**src/design/pdd_pkg.sv**
```systemverilog
package pdd_pkg;

  // widths of the transaction fields
  localparam int CHAR_W    = 8;
  localparam int OUT_W     = 32;
  localparam int CNT_W     = 16;
  localparam int COORD_W   = 32;

  // chunk gathering
  localparam int ACC_W       = 32;
  localparam int IDX_W       = 3;
  localparam int CHUNK_BITS  = 5;
  localparam int MAX_CHUNKS  = 7;
  localparam int SHAMT_W     = 6;
  localparam int SHIFT_W     = ACC_W + CHUNK_BITS;
  localparam logic [CHAR_W-1:0] CHAR_OFFSET = 8'd63;
  localparam logic [CHAR_W-1:0] CONT_FLAG   = 8'h20;
  localparam logic [CHAR_W-1:0] CONT_CODE   = CHAR_OFFSET + CONT_FLAG;

  // register reset
  localparam logic [CNT_W-1:0] MAX_POINTS_RST = 16'hFFFF;

  // queue between front and back
  localparam int Q_DEPTH = 4;
  localparam int Q_PTR_W = $clog2(Q_DEPTH);
  localparam int Q_CNT_W = $clog2(Q_DEPTH + 1);

  // one classified character handed to the back end
  typedef struct packed {
    logic [COORD_W-1:0] delta;     // zigzag-decoded value, sign extended
    logic               fin;       // a value finished on this character
    logic               is_lon;    // finished value belongs to longitude
    logic               last;      // final character of the string
    logic               err_open;  // string would end mid-value or mid-pair
  } token_t;

  // zigzag decode of a gathered value, sign extended to the sum width
  function automatic logic [COORD_W-1:0] zigzag(input logic [ACC_W-1:0] r);
    logic [ACC_W-1:0] h;
    h = {r[ACC_W-1], r[ACC_W-1:1]};
    if (r[0]) begin
      h = ~h;
    end
    return COORD_W'(signed'(h));
  endfunction

endpackage

```
**src/design/polyline_delta_decoder.sv**
```systemverilog
// Encoded polyline decoder, one character per transaction. A transaction is
// accepted in every cycle in which in_stall is low; in_stall rises only when
// the four-deep queue between the character front end and the summing back
// end is full, which happens only while out_stall holds results back. The
// front end gathers the 5-bit chunks and zigzag-decodes each finished value
// in the cycle the character arrives; the back end adds it to the running
// latitude or longitude with one shared adder and registers a result for
// the character that completes a pair or carries last_char. Characters that
// neither finish a value nor end the string give no result. Points are
// integers in units of 10^-precision degrees. The user writes max_points
// through cfg_wr_en/cfg_wr_data only while the block is idle, which the
// block does not enforce; decoding stops at the first pair beyond max_points.
module polyline_delta_decoder (
  input  logic                              clk,
  input  logic                              rst_n,
  input  logic                              cfg_wr_en,
  input  logic [pdd_pkg::CNT_W-1:0]         cfg_wr_data,
  input  logic                              in_valid,
  output logic                              in_stall,
  input  logic [pdd_pkg::CHAR_W-1:0]        in_char_code,
  input  logic                              in_last_char,
  output logic                              out_valid,
  input  logic                              out_stall,
  output logic                              out_point_valid,
  output logic signed [pdd_pkg::OUT_W-1:0]  out_latitude,
  output logic signed [pdd_pkg::OUT_W-1:0]  out_longitude,
  output logic                              out_done_res,
  output logic                              out_decode_error,
  output logic [pdd_pkg::CNT_W-1:0]         out_point_count
);
  import pdd_pkg::*;

  logic   q_full;
  logic   q_push;
  token_t q_push_data;
  logic   q_valid;
  logic   q_pop;
  token_t q_data;

  // character front end
  pdd_front u_front (
    .clk          (clk),
    .rst_n        (rst_n),
    .in_valid     (in_valid),
    .in_char_code (in_char_code),
    .in_last_char (in_last_char),
    .q_full       (q_full),
    .in_stall     (in_stall),
    .q_push       (q_push),
    .q_data       (q_push_data)
  );

  // decoupling queue
  pdd_queue u_queue (
    .clk       (clk),
    .rst_n     (rst_n),
    .push      (q_push),
    .push_data (q_push_data),
    .pop       (q_pop),
    .full      (q_full),
    .q_valid   (q_valid),
    .q_data    (q_data)
  );

  // summing back end and result register
  pdd_back u_back (
    .clk              (clk),
    .rst_n            (rst_n),
    .cfg_wr_en        (cfg_wr_en),
    .cfg_wr_data      (cfg_wr_data),
    .q_valid          (q_valid),
    .q_data           (q_data),
    .q_pop            (q_pop),
    .out_stall        (out_stall),
    .out_valid        (out_valid),
    .out_point_valid  (out_point_valid),
    .out_latitude     (out_latitude),
    .out_longitude    (out_longitude),
    .out_done_res     (out_done_res),
    .out_decode_error (out_decode_error),
    .out_point_count  (out_point_count)
  );

endmodule

```
**src/design/pdd_front.sv**
```systemverilog
module pdd_front (
  input  logic                    clk,
  input  logic                    rst_n,
  input  logic                    in_valid,
  input  logic [pdd_pkg::CHAR_W-1:0] in_char_code,
  input  logic                    in_last_char,
  input  logic                    q_full,
  output logic                    in_stall,
  output logic                    q_push,
  output pdd_pkg::token_t         q_data
);
  import pdd_pkg::*;

  logic [ACC_W-1:0]   acc_r, acc_nxt;
  logic [IDX_W-1:0]   idx_r, idx_nxt;
  logic               in_value_r, in_value_nxt;
  logic               phase_r, phase_nxt;

  logic               fire;
  logic               cont;
  logic [CHAR_W-1:0]  offs;
  logic [SHIFT_W-1:0] placed;
  logic [ACC_W-1:0]   merged;

  assign in_stall = q_full;
  assign fire     = in_valid && !q_full;

  // classify the character: high bytes act as negative and always end a value
  assign cont   = !in_char_code[CHAR_W-1] && (in_char_code >= CONT_CODE);
  assign offs   = in_char_code - CHAR_OFFSET;
  assign placed = SHIFT_W'(offs[CHUNK_BITS-1:0]) << (SHAMT_W'(idx_r) * SHAMT_W'(CHUNK_BITS));
  assign merged = (idx_r < IDX_W'(MAX_CHUNKS)) ? (acc_r | placed[ACC_W-1:0]) : acc_r;

  // token towards the back end
  always_comb begin
    q_data.delta    = zigzag(merged);
    q_data.fin      = !cont;
    q_data.is_lon   = phase_r;
    q_data.last     = in_last_char;
    q_data.err_open = cont ? 1'b1 : !phase_r;
    q_push          = fire && (!cont || in_last_char);
  end

  // gathering state
  always_comb begin
    acc_nxt      = acc_r;
    idx_nxt      = idx_r;
    in_value_nxt = in_value_r;
    phase_nxt    = phase_r;
    if (fire) begin
      if (in_last_char) begin
        acc_nxt      = '0;
        idx_nxt      = '0;
        in_value_nxt = 1'b0;
        phase_nxt    = 1'b0;
      end else if (!cont) begin
        acc_nxt      = '0;
        idx_nxt      = '0;
        in_value_nxt = 1'b0;
        phase_nxt    = !phase_r;
      end else begin
        acc_nxt      = merged;
        in_value_nxt = 1'b1;
        if (idx_r < IDX_W'(MAX_CHUNKS)) begin
          idx_nxt = idx_r + 1'b1;
        end
      end
    end
  end

  always_ff @(posedge clk) begin
    if (!rst_n) begin
      acc_r      <= '0;
      idx_r      <= '0;
      in_value_r <= 1'b0;
      phase_r    <= 1'b0;
    end else begin
      acc_r      <= acc_nxt;
      idx_r      <= idx_nxt;
      in_value_r <= in_value_nxt;
      phase_r    <= phase_nxt;
    end
  end

endmodule

```
**src/design/pdd_queue.sv**
```systemverilog
module pdd_queue (
  input  logic            clk,
  input  logic            rst_n,
  input  logic            push,
  input  pdd_pkg::token_t push_data,
  input  logic            pop,
  output logic            full,
  output logic            q_valid,
  output pdd_pkg::token_t q_data
);
  import pdd_pkg::*;

  token_t               mem_r [Q_DEPTH];
  logic [Q_PTR_W-1:0]   wr_ptr_r, wr_ptr_nxt;
  logic [Q_PTR_W-1:0]   rd_ptr_r, rd_ptr_nxt;
  logic [Q_CNT_W-1:0]   cnt_r, cnt_nxt;
  logic                 do_push;
  logic                 do_pop;

  assign full    = (cnt_r == Q_CNT_W'(Q_DEPTH));
  assign q_valid = (cnt_r != '0);
  assign q_data  = mem_r[rd_ptr_r];
  assign do_push = push && !full;
  assign do_pop  = pop && q_valid;

  // pointer and fill count
  always_comb begin
    wr_ptr_nxt = do_push ? wr_ptr_r + 1'b1 : wr_ptr_r;
    rd_ptr_nxt = do_pop ? rd_ptr_r + 1'b1 : rd_ptr_r;
    cnt_nxt    = cnt_r;
    if (do_push && !do_pop) begin
      cnt_nxt = cnt_r + 1'b1;
    end else if (do_pop && !do_push) begin
      cnt_nxt = cnt_r - 1'b1;
    end
  end

  always_ff @(posedge clk) begin
    if (!rst_n) begin
      wr_ptr_r <= '0;
      rd_ptr_r <= '0;
      cnt_r    <= '0;
    end else begin
      wr_ptr_r <= wr_ptr_nxt;
      rd_ptr_r <= rd_ptr_nxt;
      cnt_r    <= cnt_nxt;
    end
  end

  // storage
  always_ff @(posedge clk) begin
    if (do_push) begin
      mem_r[wr_ptr_r] <= push_data;
    end
  end

endmodule

```
**src/design/pdd_back.sv**
```systemverilog
module pdd_back (
  input  logic                           clk,
  input  logic                           rst_n,
  input  logic                           cfg_wr_en,
  input  logic [pdd_pkg::CNT_W-1:0]      cfg_wr_data,
  input  logic                           q_valid,
  input  pdd_pkg::token_t                q_data,
  output logic                           q_pop,
  input  logic                           out_stall,
  output logic                           out_valid,
  output logic                           out_point_valid,
  output logic signed [pdd_pkg::OUT_W-1:0] out_latitude,
  output logic signed [pdd_pkg::OUT_W-1:0] out_longitude,
  output logic                           out_done_res,
  output logic                           out_decode_error,
  output logic [pdd_pkg::CNT_W-1:0]      out_point_count
);
  import pdd_pkg::*;

  logic [CNT_W-1:0]   max_points_r;
  logic [COORD_W-1:0] lat_sum_r, lat_sum_nxt;
  logic [COORD_W-1:0] lat_pend_r, lat_pend_nxt;
  logic [COORD_W-1:0] lon_sum_r, lon_sum_nxt;
  logic [CNT_W-1:0]   points_r, points_nxt;
  logic               stopped_r, stopped_nxt;

  logic               out_valid_r, out_valid_nxt;
  logic               pv_r;
  logic [OUT_W-1:0]   lat_out_r;
  logic [OUT_W-1:0]   lon_out_r;
  logic               done_r;
  logic               err_r;
  logic [CNT_W-1:0]   cnt_out_r;

  logic               pv;
  logic               emit;
  logic               err;
  logic [COORD_W-1:0] coord_sum;

  assign q_pop = q_valid && (!out_valid_r || !out_stall);

  // one shared adder: latitude or longitude, never both for one transaction
  assign coord_sum = (q_data.is_lon ? lon_sum_r : lat_sum_r) + q_data.delta;

  // running sums, point count and stop
  always_comb begin
    lat_sum_nxt  = lat_sum_r;
    lat_pend_nxt = lat_pend_r;
    lon_sum_nxt  = lon_sum_r;
    points_nxt   = points_r;
    stopped_nxt  = stopped_r;
    pv           = 1'b0;
    if (q_pop && !stopped_r && q_data.fin) begin
      if (!q_data.is_lon) begin
        lat_pend_nxt = coord_sum;
      end else if (points_r >= max_points_r) begin
        stopped_nxt = 1'b1;
      end else begin
        lat_sum_nxt = lat_pend_r;
        lon_sum_nxt = coord_sum;
        points_nxt  = points_r + 1'b1;
        pv          = 1'b1;
      end
    end
    emit = pv || q_data.last;
    err  = q_data.last && !stopped_nxt && q_data.err_open;
  end

  // output register handshake
  always_comb begin
    out_valid_nxt = out_valid_r;
    if (out_valid_r && !out_stall) begin
      out_valid_nxt = 1'b0;
    end
    if (q_pop) begin
      out_valid_nxt = emit;
    end
  end

  always_ff @(posedge clk) begin
    if (!rst_n) begin
      max_points_r <= MAX_POINTS_RST;
      lat_sum_r    <= '0;
      lat_pend_r   <= '0;
      lon_sum_r    <= '0;
      points_r     <= '0;
      stopped_r    <= 1'b0;
      out_valid_r  <= 1'b0;
    end else begin
      if (cfg_wr_en) begin
        max_points_r <= cfg_wr_data;
      end
      out_valid_r <= out_valid_nxt;
      // a final character returns the string state to reset
      if (q_pop && q_data.last) begin
        lat_sum_r  <= '0;
        lat_pend_r <= '0;
        lon_sum_r  <= '0;
        points_r   <= '0;
        stopped_r  <= 1'b0;
      end else begin
        lat_sum_r  <= lat_sum_nxt;
        lat_pend_r <= lat_pend_nxt;
        lon_sum_r  <= lon_sum_nxt;
        points_r   <= points_nxt;
        stopped_r  <= stopped_nxt;
      end
    end
  end

  // result payload
  always_ff @(posedge clk) begin
    if (q_pop && emit) begin
      pv_r      <= pv;
      lat_out_r <= OUT_W'(lat_sum_nxt);
      lon_out_r <= OUT_W'(lon_sum_nxt);
      done_r    <= q_data.last;
      err_r     <= err;
      cnt_out_r <= points_nxt;
    end
  end

  assign out_valid        = out_valid_r;
  assign out_point_valid  = pv_r;
  assign out_latitude     = signed'(lat_out_r);
  assign out_longitude    = signed'(lon_out_r);
  assign out_done_res     = done_r;
  assign out_decode_error = err_r;
  assign out_point_count  = cnt_out_r;

endmodule

```
**config.mk**
```make
export PLATFORM = sky130hd
export DESIGN_NAME = polyline_delta_decoder
export DESIGN_NICKNAME = d
export VERILOG_FILES = /design/src/design/pdd_pkg.sv /design/src/design/polyline_delta_decoder.sv /design/src/design/pdd_front.sv /design/src/design/pdd_queue.sv /design/src/design/pdd_back.sv
export SDC_FILE = /design/constraint.sdc
export NUM_CORES = 1
export LEC_CHECK = 0
export ABC_CLOCK_PERIOD_IN_PS = 12700
export BUFFER_PORTS_ARGS = -buffer_cell sky130_fd_sc_hd__buf_4
export CORE_MARGIN = 2
export CORE_UTILIZATION = 49
export DETAILED_ROUTE_END_ITERATION = 12
export GPL_ROUTABILITY_DRIVEN = 1
export PLACE_DENSITY = 0.67
export SKIP_LAST_GASP = 1
export SYNTH_ARGS = -nofsm -noshare
export SYNTH_HDL_FRONTEND = slang
export SYNTH_SLANG_ARGS = --single-unit
```
**constraint.sdc**
```tcl
create_clock -name clk -period 12.7 [get_ports clk]
set_input_delay 3.81 -clock clk [delete_from_list [all_inputs] [get_ports clk]]
set_output_delay 3.81 -clock clk [all_outputs]
set_load 0.01 [all_outputs]
```
## After elaboration in Yosys (flattened, before gate mapping)

Memory sizes are Yosys's and may differ from the RTL's. A register that Yosys moved wholly into a read port is not among the register bits.
Index checks and enable logic that the tools add are counted.

| operators by class | value |
|---|---|
| multipliers | 1 |
| bitwise operators | 4 |
| eq/ne operators | 3 |
| add/sub/neg operators | 8 |
| multiplexer cells | 34 |
| $lt $le $gt $ge | 3 |
| reductions and logical operators | 35 |
| shift-type cells | 1 |

Operators by type and width:

| kind | number |
|---|---|
| $mux 32 | 11 |
| $mux 16 | 3 |
| $add 32x32->32 | 1 |
| $not 32->32 | 1 |
| $or 32x32->32 | 1 |
| $shl 5x6->32 | 1 |
| $add 16x1->16 const B | 1 |
| $ge 16x16->1 | 1 |
| $logic_and 1x1->1 | 15 |
| $mux 3 | 5 |
| $mux 1 | 13 |
| $logic_not 1->1 | 10 |
| $ge 8x7->1 const B | 1 |
| $add 3x1->3 const B | 2 |
| $mul 3x3->6 const B | 1 |
| $reduce_and 2->1 | 3 |
| $sub 5x5->5 const B | 1 |
| $add 2x1->2 const B | 2 |
| $mux 2 | 2 |
| $reduce_bool 2->1 | 2 |
| $eq 3x3->1 const B | 1 |
| $logic_or 1x1->1 | 3 |
| $lt 3x3->1 const B | 1 |
| $ne 3x3->1 const B | 1 |
| other kinds (5) | 6 |

| word-level totals | value |
|---|---|
| register bits after elaboration | 256 |
| memory bits (writable) | 144 |
| input port bits | 30 |
| memories | 1 |
| output and inout port bits | 85 |
| word-level logic and storage cells | 109 |

Memories:

| name | words | width | rd ports | clocked after Yosys merged registers in | wr ports | RTL line | text |
|---|---|---|---|---|---|---|---|
| u_queue.mem_r | 4 | 36 | 1 | 1 | 1 | pdd_queue.sv:13 | `token_t mem_r [Q_DEPTH];` |

## Depth between registers and ports, before layout

Gate-level depths: netlist of run 1.

| depth | value |
|---|---|
| depth after elaboration | 10 |
| depth in mapped cells | 16 |

## By module

A second synthesis of run 1 with hierarchy kept.

| second synthesis, totals | value |
|---|---|
| cells, all modules | 1498 |
| area, all modules | 17618.1 um2 |

By module, submodules not included:

| module | cells each | times used | area each (um2) |
|---|---|---|---|
| pdd_back | 1029 | 1 | 10025.9 |
| pdd_queue | 236 | 1 | 5718.0 |
| pdd_front | 233 | 1 | 1874.3 |

## Worst setup path after synthesis of run 1

OpenSTA, ideal clock, no wires.

| path | value |
|---|---|
| path kind | input to register |
| start point | in out_stall |
| end point | reg u_back.err_r, in the netlist u_back.out_decode_error, enable pin |
| slack | 5.637 ns |
| cell stages on the path | 11 |
| setup time | 0.437 ns |
| arrival | 6.626 ns |
| cell sequence | nand2_1 > and2_1 > nand3b_1 > nor2_1 > and3_1 > buf_2 > buf_6 > buf_6 > buf_6 > a21oi_1 > inv_1 |

| on the way | value |
|---|---|
| word-level cells in the longest chain between the ends | 8 |

Ends and longest elaborated chain:

| what | RTL line | text |
|---|---|---|
| from (decl) | polyline_delta_decoder.sv:23 | `input logic out_stall,` |
| $logic_not 1->1 | pdd_back.sv:40 | `assign q_pop = q_valid && (!out_valid_r \|\| !out_stall);` |
| $logic_or 1x1->1 | pdd_back.sv:40 |  |
| $logic_and 1x1->1 | pdd_back.sv:40 |  |
| $logic_and 1x1->1 (2 in a row) | pdd_back.sv:53 | `if (q_pop && !stopped_r && q_data.fin) begin` |
| $mux 1 | pdd_back.sv:53 |  |
| named net u_back.pv | pdd_back.sv:35 | `logic pv;` |
| $logic_or 1x1->1 | pdd_back.sv:65 | `emit = pv \|\| q_data.last;` |
| $logic_and 1x1->1 | pdd_back.sv:113 | `if (q_pop && emit) begin` |
| to (signal assigned) | pdd_back.sv:118 | `err_r <= err;` |
| to (decl) | pdd_back.sv:32 | `logic err_r;` |

The timed path passes the listed nets, and every way through them passes these cells.
A chain may end at the register's enable or synchronous reset.

## Worst setup path in the final report of run 1

| path | value |
|---|---|
| start point | in out_stall |
| end point | reg u_back.lon_out_r[31], in the netlist u_back.out_longitude[31] (data pin) |

| on the way | value |
|---|---|
| word-level cells in the longest chain between the ends | 6 |

Ends and longest elaborated chain:

| what | RTL line | text |
|---|---|---|
| $logic_not 1->1 | pdd_back.sv:40 |  |
| $logic_or 1x1->1 | pdd_back.sv:40 |  |
| $logic_and 1x1->1 | pdd_back.sv:40 |  |
| $logic_and 1x1->1 (2 in a row) | pdd_back.sv:53 |  |
| $mux 32 | pdd_back.sv:53 |  |
| named net u_back.lon_sum_nxt[31] | pdd_back.sv:23 | `logic [COORD_W-1:0] lon_sum_r, lon_sum_nxt;` |
| to (signal assigned) | pdd_back.sv:116 | `lon_out_r <= OUT_W'(lon_sum_nxt);` |
| to (decl) | pdd_back.sv:30 | `logic [OUT_W-1:0] lon_out_r;` |

The timed path passes the listed nets, and every way through them passes these cells.

==> flow_summary.yaml, run 1 <==
run_status:
  outcome: "complete, no violations"
clock_tree:
  clk_pin_slew_ns: 0.06
  cts.path.max_buffers: 3
  htree_levels: 2
  cts_setup_buffers: 0
  insertion_delay_ns: 0.53
  cts-buffers-inserted: 42
  hold_buffers: 0
  cts_tree: "done"
  cts_root_buffer: "clkbuf_16"
  cts.sinks: 398
  cts_resized: 0
die:
  die-width_microns: 192
  fp.dieH_microns: 192
  initial_utilization_pct: 50.1
  rows: 68
  fp.coreArea_sq_um: 34700
  num_io_pins: 115
  die-area_sq_um: 37000
hold_path:
  worstHoldPathType: "flop to flop"
sta:
  holdWs_ns: 0.449
  relSlewSlack_pct: 25.4
  hold_viol: 0
  finalCritPeriodShare_pct: 46.4
  grt_setup_unrepaired: "no"
  setup_tns_ns: 0
  skew_ns: 0.0141
  setup_violations: 0
  drv_slew: 0
  final.min_clock_period_ns: 5.89
  tightest_slew_ns: 1.12
  timing.fmax_ghz: 0.170
global_route:
  grt_max_degree: 85
  grt_overflow_total: 0
  grt_pass1_vias: 10608
  track_usage_pct: 20.0
  met2_usage_pct: 31.0
  use_met1_pct: 29.3
  met3_usage_pct: 2.62
  grt_busiest_layer: "met2"
  grt_pass1_wl_mm: 57.8
  antenna_found_initial: 0
placed_design:
  dpl.hpwl_mm: 23.6
  placed_area_sq_um: 18600
  place_inst: 1893
  port_buffers: 114
  place.gp.congestion: 0.879
final_layout:
  nets: 1569
  drive_above_1_share_pct: 22.6
  final_area_sq_um: 20000
  fin_cells: 1970
  diodes: 0
  area_growth_syn_to_layout_pct: 15.2
  n_fill_cell: 2825
synth:
  synth_seq_cells: 398
  synthFlopType: "edfxtp_1"
  ys_types: 76
  synth_top_family_by_area: "multiplexers"
  syn_area_sq_um: 17400
  seq_area_frac_synth_pct: 58.7
  synth_mux_area_share_pct: 11.2
  avgSynthCellArea_sq_um: 12.6
  yosysWarnings: 0
  synthXorXnorAreaFrac_pct: 4.02
  synth_compound_area_share_pct: 8.68
  synth-edff-count: 223
  synth_nets: 1465
  synth-simple-area-share_pct: 10.8
  synth_fa_ha_area_share_pct: 4.19
  syn_inst: 1378
  synthArstFlopShare_pct: 0
routing:
  routed_wl_mm: 36.5
  antenna_left: 0
  route.detailed.drc: 0
  wl_per_cell_microns: 18.5
  dr.pass1.iters: 6
  drt_iter0_markers: 581
  vias_per_cell: 5.52
  dr_total_vias: 10874
setup_path:
  worstPathArrival_ns: 6.17
  startpoint_type: "input pin"
  required_ns: 12.98
  cp_max_fo: 79
  crit_type: "input pin to flop"
  end_kind: "flop"
power_and_ir_drop:
  power.leakage_uw: 0.00778
  p_per_area_nw_per_um2: 227
  ir_worst_vdd_v: 0.000164
  total_power_uw: 4540
job:
  drv_cap: 0
[through the flow]
stage | utilization, % | worst slack [ns]
floorplan | - | 5.64
global placement | 53.7 | 6.30
detailed placement | 53.7 | 6.28
CTS | 57.7 | 6.81
global route | 57.7 | 6.54
finish | 57.7 | 6.81
[cell families after synthesis]
family	Yosys count
multiplexers	136
flip-flops	398
AND/OR/NAND/NOR	371
XOR/XNOR	78
buffers and inverters	103
AO/OA/AOI/OAI	235
adder cells (fa/ha/maj)	57
[Yosys cell counts (all sizes together), types with 33 or more instances]
cell type / count / area (sq um)
clkbuf: 43 / 163
nand2: 113 / 424
and2: 92 / 578
xnor2: 33 / 289
mux2: 93 / 1070
ha: 55 / 688
dfxtp: 175 / 3500
inv: 36 / 135
mux4: 35 / 788
a21oi: 122 / 618
nor2: 68 / 255
xor2: 44 / 385
edfxtp: 223 / 6700
[cell usage in the layout, fill, tap and decap left out, drive strengths merged, types with 3 or more instances in the layout]
master,netlist,final
or3,5,5
a221oi,3,3
edfxtp,223,223
xnor2,33,33
nand3b,7,7
a31oi,7,7
nand2b,9,9
nand2,113,113
o21bai,3,3
mux2i,8,8
bufinv,0,4
and3,10,10
xor2,44,44
o211ai,22,22
and2,92,92
clkbuf,43,58
clkinv,0,12
nand3,14,14
nor2b,16,16
o21ai,20,20
a211oi,6,6
and4,3,3
a211o,3,3
nor2,68,68
inv,36,37
dfxtp,175,175
mux2,93,93
a21boi,4,4
buf,24,127
mux4,35,35
nor3,12,12
a21oi,122,122
a21o,19,19
a41oi,4,4
ha,55,55
o21a,4,4
nand4,16,16
[worst paths after layout]
kind	start	end	slack [ns]	cells past startpoint
setup / recovery	out_stall	u_back.out_longitude[31]$_DFFE_PP_	6.81	9
hold / removal	u_back.lat_pend_r[0]$_SDFFE_PP0P_	u_back.lat_pend_r[0]$_SDFFE_PP0P_	0.45	2
setup reg to reg	flop	u_back.out_longitude[30]$_DFFE_PP_	7.91	16
hold reg to reg	u_back.lat_pend_r[0]$_SDFFE_PP0P_	u_back.lat_pend_r[0]$_SDFFE_PP0P_	0.45	2
[flip-flops by register name (all words and copies together), names as in the netlist, 2 cells and up, named ones only]
signal                  flops
u_queue.rd_ptr_r            2
u_queue.wr_ptr_r            2
u_queue.mem_r             140
u_back.out_point_count     16
u_back.out_latitude        32
u_front.acc_r              32
u_back.lon_sum_r           32
u_queue.cnt_r               3
u_back.lat_pend_r          32
u_back.points_r            16
u_front.idx_r               3
u_back.lat_sum_r           32
u_back.max_points_r        16
u_back.out_longitude       32
[worst max-delay path, stage by stage]
cell and delay, ns:
buf_4 0.11, nand2_1 0.07, and2_1 0.21, nand3b_1 0.15
nor2_1 0.17, and3_4 0.29, buf_4 0.85, nand3b_1 0.28
xnor2_1 0.19
[layout make-up]
class	instances	area (sq um)	share of cell area, %
repair buffers	127	953	4.76
multi-input cells	877	6770	33.8
clock buffers	58	1190	5.95
well taps	455	569	2.84
flip-flops and latches	398	10200	50.9
inverters	36	136	0.681
clock inverters	19	204	1.02
[where the power goes]
part           internal [uW]  switching, uW
Sequential              1720            108
Combinational            601            878
Clock                    739            494
Total                   3070           1480
[routing by layer]
metal	share of wire, %	up-vias
li1	-	5212
met1	48	5359
met2	46	233
met3	3.9	70
met4	2.6	0
met5	0	-
(Power assumes the default switching activity.)
==> run 2, diff against run 1 <==
--- a/config.mk
+++ b/config.mk
@@ -5,13 +5,13 @@
 export SDC_FILE = /design/constraint.sdc
 export NUM_CORES = 1
 export LEC_CHECK = 0
-export ABC_CLOCK_PERIOD_IN_PS = 12700
+export ABC_CLOCK_PERIOD_IN_PS = 4950
 export BUFFER_PORTS_ARGS = -buffer_cell sky130_fd_sc_hd__buf_4
 export CORE_MARGIN = 2
 export CORE_UTILIZATION = 49
 export DETAILED_ROUTE_END_ITERATION = 12
 export GPL_ROUTABILITY_DRIVEN = 1
-export PLACE_DENSITY = 0.67
+export PLACE_DENSITY = 0.69
 export SKIP_LAST_GASP = 1
 export SYNTH_ARGS = -nofsm -noshare
 export SYNTH_HDL_FRONTEND = slang
==> constraint.sdc (replaced) <==
create_clock -name clk -period 4.95 [get_ports clk]
set_input_delay 1.485 -clock clk [delete_from_list [all_inputs] [get_ports clk]]
set_output_delay 1.485 -clock clk [all_outputs]
set_load 0.01 [all_outputs]
==> flow_summary.yaml, run 2 (same netlist as run 1, synthesis figures left out) <==
placed_design:
  placed_area_sq_um: 18700
  dpl.hpwl_mm: 24.2
  port_buffers: 114
  place.gp.congestion: 0.943
setup_path:
  startpoint_type: "flop"
  required_ns: 5.41
  cp_max_fo: 24
  worstPathArrival_ns: 4.59
  end_kind: "flop"
  crit_type: "flop to flop"
final_layout:
  final_area_sq_um: 20100
  drive_above_1_share_pct: 23.1
  area_growth_syn_to_layout_pct: 15.8
  diodes: 0
  nets: 1574
  regMostFlops: "u_queue.mem_r"
  final_common_cell: "edfxtp_1"
  final_util_pct: 58.0
  largest_reg_flops: 140
  layout_common_cells: "223 x edfxtp_1, 174 x dfxtp_1, 130 x buf_4"
clock_tree:
  cts_root_buffer: "clkbuf_16"
  cts_tree: "done"
  cts_resized: 0
  cts_setup_buffers: 0
  cts.sinks: 398
  cts-buffers-inserted: 42
  cts.path.max_buffers: 3
  hold_buffers: 0
  clk_pin_slew_ns: 0.06
  insertion_delay_ns: 0.53
  htree_levels: 2
routing:
  dr_total_vias: 10909
  route.detailed.drc: 0
  dr.pass1.iters: 7
  wl_per_cell_microns: 18.3
  antenna_left: 0
  routed_wl_mm: 36.2
  drt_iter0_markers: 648
  vias_per_cell: 5.52
die:
  die-width_microns: 192
  fp.coreArea_sq_um: 34700
  rows: 68
  die-area_sq_um: 37000
  num_io_pins: 115
  fp.dieH_microns: 192
  initial_utilization_pct: 50.1
job:
  drv_cap: 0
power_and_ir_drop:
  total_power_uw: 11700
  seqPwrFrac_pct: 39.8
  power_switching_uw: 3790
  p_per_area_nw_per_um2: 581
  power.leakage_uw: 0.00782
  pwr-share-comb_pct: 33.0
  p_int_uw: 7890
  clkPwrFrac_pct: 27.2
  ir_worst_vdd_v: 0.000384
  switching_share_pct: 32.5
sta:
  drv_slew: 0
  grt_setup_unrepaired: "no"
  skew_ns: 0.0199
  finalCritPeriodShare_pct: 83.4
  relSlewSlack_pct: 26.4
  setup_tns_ns: 0
  hold_viol: 0
  timing.fmax_ghz: 0.242
  setup_violations: 0
  tightest_slew_ns: 1.10
  final.min_clock_period_ns: 4.13
global_route:
  grt_pass1_wl_mm: 57.5
  track_usage_pct: 19.8
  grt_max_degree: 88
  grt_pass1_vias: 10630
  antenna_found_initial: 0
  grt_overflow_total: 0
hold_path:
  worstHoldPathType: "flop to flop"
run_status:
  outcome: "complete, no violations"
## run 2: changes by cell type in the layout (fill, tap and decap cells not counted), sizes merged
cell / change
clkbuf: -2
clkinv: +2
buf: +5
inv: -1
bufinv: -1
clkinvlp: +3
## run 2: layout make-up
class	count	area [sq um]
clock buffers	56	1230
clock inverters	22	203
fillers	2864	14600
inverters	36	136
multi-input cells	877	6770
flip-flops and latches	398	10200
well taps	455	569
repair buffers	132	1020
## run 2: power groups by stage
stage          Clock (uW)  Sequential (uW)  Combinational (uW)
5_1_grt              3380             4720                4190
2_1_floorplan           0             4890                2320
3_5_place_dp            0             4730                3870
6_report             3180             4660                3850
3_3_place_gp            0             4710                3830
4_1_cts              3240             4660                3890
## run 2: per-stage QoR
step           std cells  hold WS, ns  setup slack, ns
2_1_floorplan       1378        0.425            0.212
3_3_place_gp        1898        0.439            0.970
3_5_place_dp        1898        0.443            0.858
4_1_cts             1976        0.452            0.831
5_1_grt             1976        0.472            0.588
6_report            1976        0.451            0.821
## run 2: metal layers
| layer | up-vias | routed length (microns) | GRT usage, % |
|---|---|---|---|
| li1 | 5225 | - | - |
| met1 | 5340 | 17200 | 29.1 |
| met2 | 282 | 16500 | 30.8 |
| met3 | 62 | 1760 | 2.98 |
| met4 | 0 | 795 | 5.52 |
| met5 | - | 0 | 0 |
## run 2: path summary, 6_finish.rpt
check	depth (start not counted)	endpoint	start	slack [ns]
worst max-delay path	12	u_back.lon_sum_r[28]$_SDFF_PP0_	u_queue.mem_r[3][2]$_DFFE_PP_	0.82
worst min-delay path	2	u_back.lat_pend_r[2]$_SDFFE_PP0P_	u_back.lat_pend_r[2]$_SDFFE_PP0P_	0.45
worst max register to register	12	u_back.lon_sum_r[28]$_SDFF_PP0_	u_queue.mem_r[3][2]$_DFFE_PP_	0.82
worst min register to register	2	u_back.lat_pend_r[2]$_SDFFE_PP0P_	u_back.lat_pend_r[2]$_SDFFE_PP0P_	0.45
## run 2: worst max-delay path, stage by stage, from the launching register on
cell	delay [ns]
edfxtp_1	0.38
mux4_2	0.81
mux2_2	0.39
ha_1	0.36
a211o_1	0.36
nand2_1	0.11
o211ai_2	0.15
a21oi_2	0.20
o21ai_1	0.13
a21o_1	0.24
a221oi_2	0.38
mux2_2	0.40
a21oi_1	0.12
==> run 3, diff against run 2 <==
--- a/config.mk
+++ b/config.mk
@@ -5,13 +5,13 @@
 export SDC_FILE = /design/constraint.sdc
 export NUM_CORES = 1
 export LEC_CHECK = 0
-export ABC_CLOCK_PERIOD_IN_PS = 4950
+export ABC_CLOCK_PERIOD_IN_PS = 3900
 export BUFFER_PORTS_ARGS = -buffer_cell sky130_fd_sc_hd__buf_4
 export CORE_MARGIN = 2
 export CORE_UTILIZATION = 49
 export DETAILED_ROUTE_END_ITERATION = 12
 export GPL_ROUTABILITY_DRIVEN = 1
-export PLACE_DENSITY = 0.69
+export PLACE_DENSITY = 0.67
 export SKIP_LAST_GASP = 1
 export SYNTH_ARGS = -nofsm -noshare
 export SYNTH_HDL_FRONTEND = slang
==> constraint.sdc (replaced) <==
create_clock -name clk -period 3.9 [get_ports clk]
set_input_delay 1.17 -clock clk [delete_from_list [all_inputs] [get_ports clk]]
set_output_delay 1.17 -clock clk [all_outputs]
set_load 0.01 [all_outputs]
==> flow_summary.yaml, run 3 (same netlist as run 1, synthesis figures left out) <==
run_status:
  outcome: "complete, no violations"
placed_design:
  place.gp.congestion: 0.943
  placed_area_sq_um: 19000
  dp_slack_ns: -0.0261
  dpl.hpwl_mm: 25.1
  port_buffers: 114
power_and_ir_drop:
  ir_worst_vdd_v: 0.000412
  p_per_area_nw_per_um2: 736
  power.leakage_uw: 0.00805
final_layout:
  n_fill_cell: 2769
  seq_area_sq_um: 10200
  drive_above_1_share_pct: 26.5
  regMostFlops: "u_queue.mem_r"
  layout_common_cells: "223 x edfxtp_1, 174 x dfxtp_1, 173 x buf_4"
  nets: 1623
  largest_reg_flops: 140
  diodes: 0
  area_growth_syn_to_layout_pct: 18.4
  final_util_pct: 59.3
  multi_input_area_sq_um: 6920
  final_common_cell: "edfxtp_1"
  final_area_sq_um: 20600
hold_path:
  holdPathEnd: "u_back.lat_pend_r[9]$_SDFFE_PP0P_"
  min_from: "u_back.lat_pend_r[9]$_SDFFE_PP0P_"
  worstHoldPathType: "flop to flop"
  min_path_cells: 2
job:
  drv_cap: 0
routing:
  dr.pass1.iters: 5
  drt_iter0_markers: 726
  dr_total_vias: 11002
  antenna_left: 0
  vias_per_cell: 5.43
  route.detailed.drc: 0
  routed_wl_mm: 37.5
  wl_per_cell_microns: 18.5
clock_tree:
  cts_root_buffer: "clkbuf_16"
  htree_levels: 2
  clk_pin_slew_ns: 0.06
  cts_tree: "done"
  cts-buffers-inserted: 43
  cts.path.max_buffers: 3
  cts.sinks: 398
  insertion_delay_ns: 0.55
setup_path:
  cp_max_fo: 8
  worstPathArrival_ns: 4.21
  r2r_end: "u_back.out_longitude[29]$_DFFE_PP_"
  r2r_start: "u_queue.mem_r[3][2]$_DFFE_PP_"
  end_kind: "flop"
  crit_type: "flop to flop"
  startpoint_type: "flop"
  slowest_stage: "mux4_2"
  path_cells: "mux4_2 > buf_6 > mux2_2 > ha_1 > nor2_1 > a21boi_2 > o211ai_2 > a31oi_4 > o21ai_2 > a311oi_2 > o31a_1 > mux2_4 > nand2_1"
  required_ns: 4.31
  path_buf_inv: 1
  max_stage_delay_ns: 0.65
  r2r_cells: 13
  r2r_setup_slack_ns: 0.09
  cp_top_family: "compound AO/OA/AOI/OAI gates"
sta:
  final.min_clock_period_ns: 3.81
  relSlewSlack_pct: 48.2
  timing.fmax_ghz: 0.263
  finalCritPeriodShare_pct: 97.7
  grt_setup_unrepaired: "yes"
  setup_tns_ns: 0
  holdWs_ns: 0.452
  drv_slew: 0
  skew_ns: 0.0223
  fin_ws_ns: 0.0915
  hold_viol: 0
  tightest_slew_ns: 0.775
  setup_violations: 0
die:
  initial_utilization_pct: 50.1
  die-width_microns: 192
  fp.dieH_microns: 192
  fp.coreArea_sq_um: 34700
  die-area_sq_um: 37000
  num_io_pins: 115
  rows: 68
global_route:
  grt_pass1_wl_mm: 58.0
  track_usage_pct: 20.2
  antenna_found_initial: 0
  grt_overflow_total: 0
  grt_max_degree: 79
  grt_pass1_vias: 10667
-- run 3: changes by cell type in the layout (fill, tap and decap cells not counted), moves of 4 or more --
| cell | previous run | this run |
|---|---|---|
| inv_6 | 0 | 4 |
| a21oi_1 | 119 | 115 |
| ha_1 | 55 | 50 |
| clkbuf_8 | 6 | 0 |
| buf_4 | 130 | 173 |
-- run 3: cell type report --
type | count | share of cell area [%]
Timing Repair Buffer | 179 | 6.81
Inverter | 36 | 0.675
Clock inverter | 29 | 1.17
Clock buffer | 50 | 5.36
Sequential cell | 398 | 49.6
Tap cell | 455 | 2.77
Multi-Input combinational cell | 878 | 33.6
-- run 3: worst max path at each step --
stage                             startpoint  cells past startpoint  slack [ns]                                  to
3_3_place_gp                            flop                     13        0.15  u_back.out_longitude[29]$_DFFE_PP_
4_1_cts                                 flop                     12       0.004     u_back.lon_sum_r[28]$_SDFF_PP0_
2_1_floorplan                      out_stall                     11       -0.03   u_back.out_decode_error$_DFFE_PP_
5_1_grt        u_queue.mem_r[0][2]$_DFFE_PP_                     13       -0.08     u_back.lon_sum_r[29]$_SDFF_PP0_
6_report       u_queue.mem_r[3][2]$_DFFE_PP_                     13        0.09  u_back.out_longitude[29]$_DFFE_PP_
3_5_place_dp                            flop                     12       -0.03     u_back.lon_sum_r[28]$_SDFF_PP0_
-- run 3: where the power goes --
group          internal, uW  total (uW)  leakage, uW  switching [uW]
clock                  2240        3880     0.000668            1640
sequential             5600        5930      0.00352             332
combinational          2320        5340      0.00387            3020
total                 10200       15100      0.00805            4990
-- run 3: layer usage --
layer	vias to the layer above	wire length, microns	global-route usage (%)
li1	5322	-	-
met1	5355	17600	29.2
met5	-	0	0
met4	0	741	5.26
met3	65	1850	2.87
met2	260	17300	32.1
-- run 3: worst min-delay path, delay by kind of cell, from the launching register on --
family / cells / cell delay, ns
AOI/OAI and AO/OA: 1 / 0.05
DFF: 1 / 0.31
and+or+nand+nor: 1 / 0.05
-- run 3: stage by stage --
stage / std cells / power (uW)
after floorplan: 1378 / 9170
after global placement: 1936 / 11100
after detailed placement: 1936 / 11200
after CTS: 2015 / 15100
after global routing: 2025 / 16000
final: 2025 / 15100
-- run 3: repair_timing --
action,in CTS,in global routing
setup endpoints to repair,0,30
resized for setup,0,23
setup buffers,0,9
hold buffers,0,0
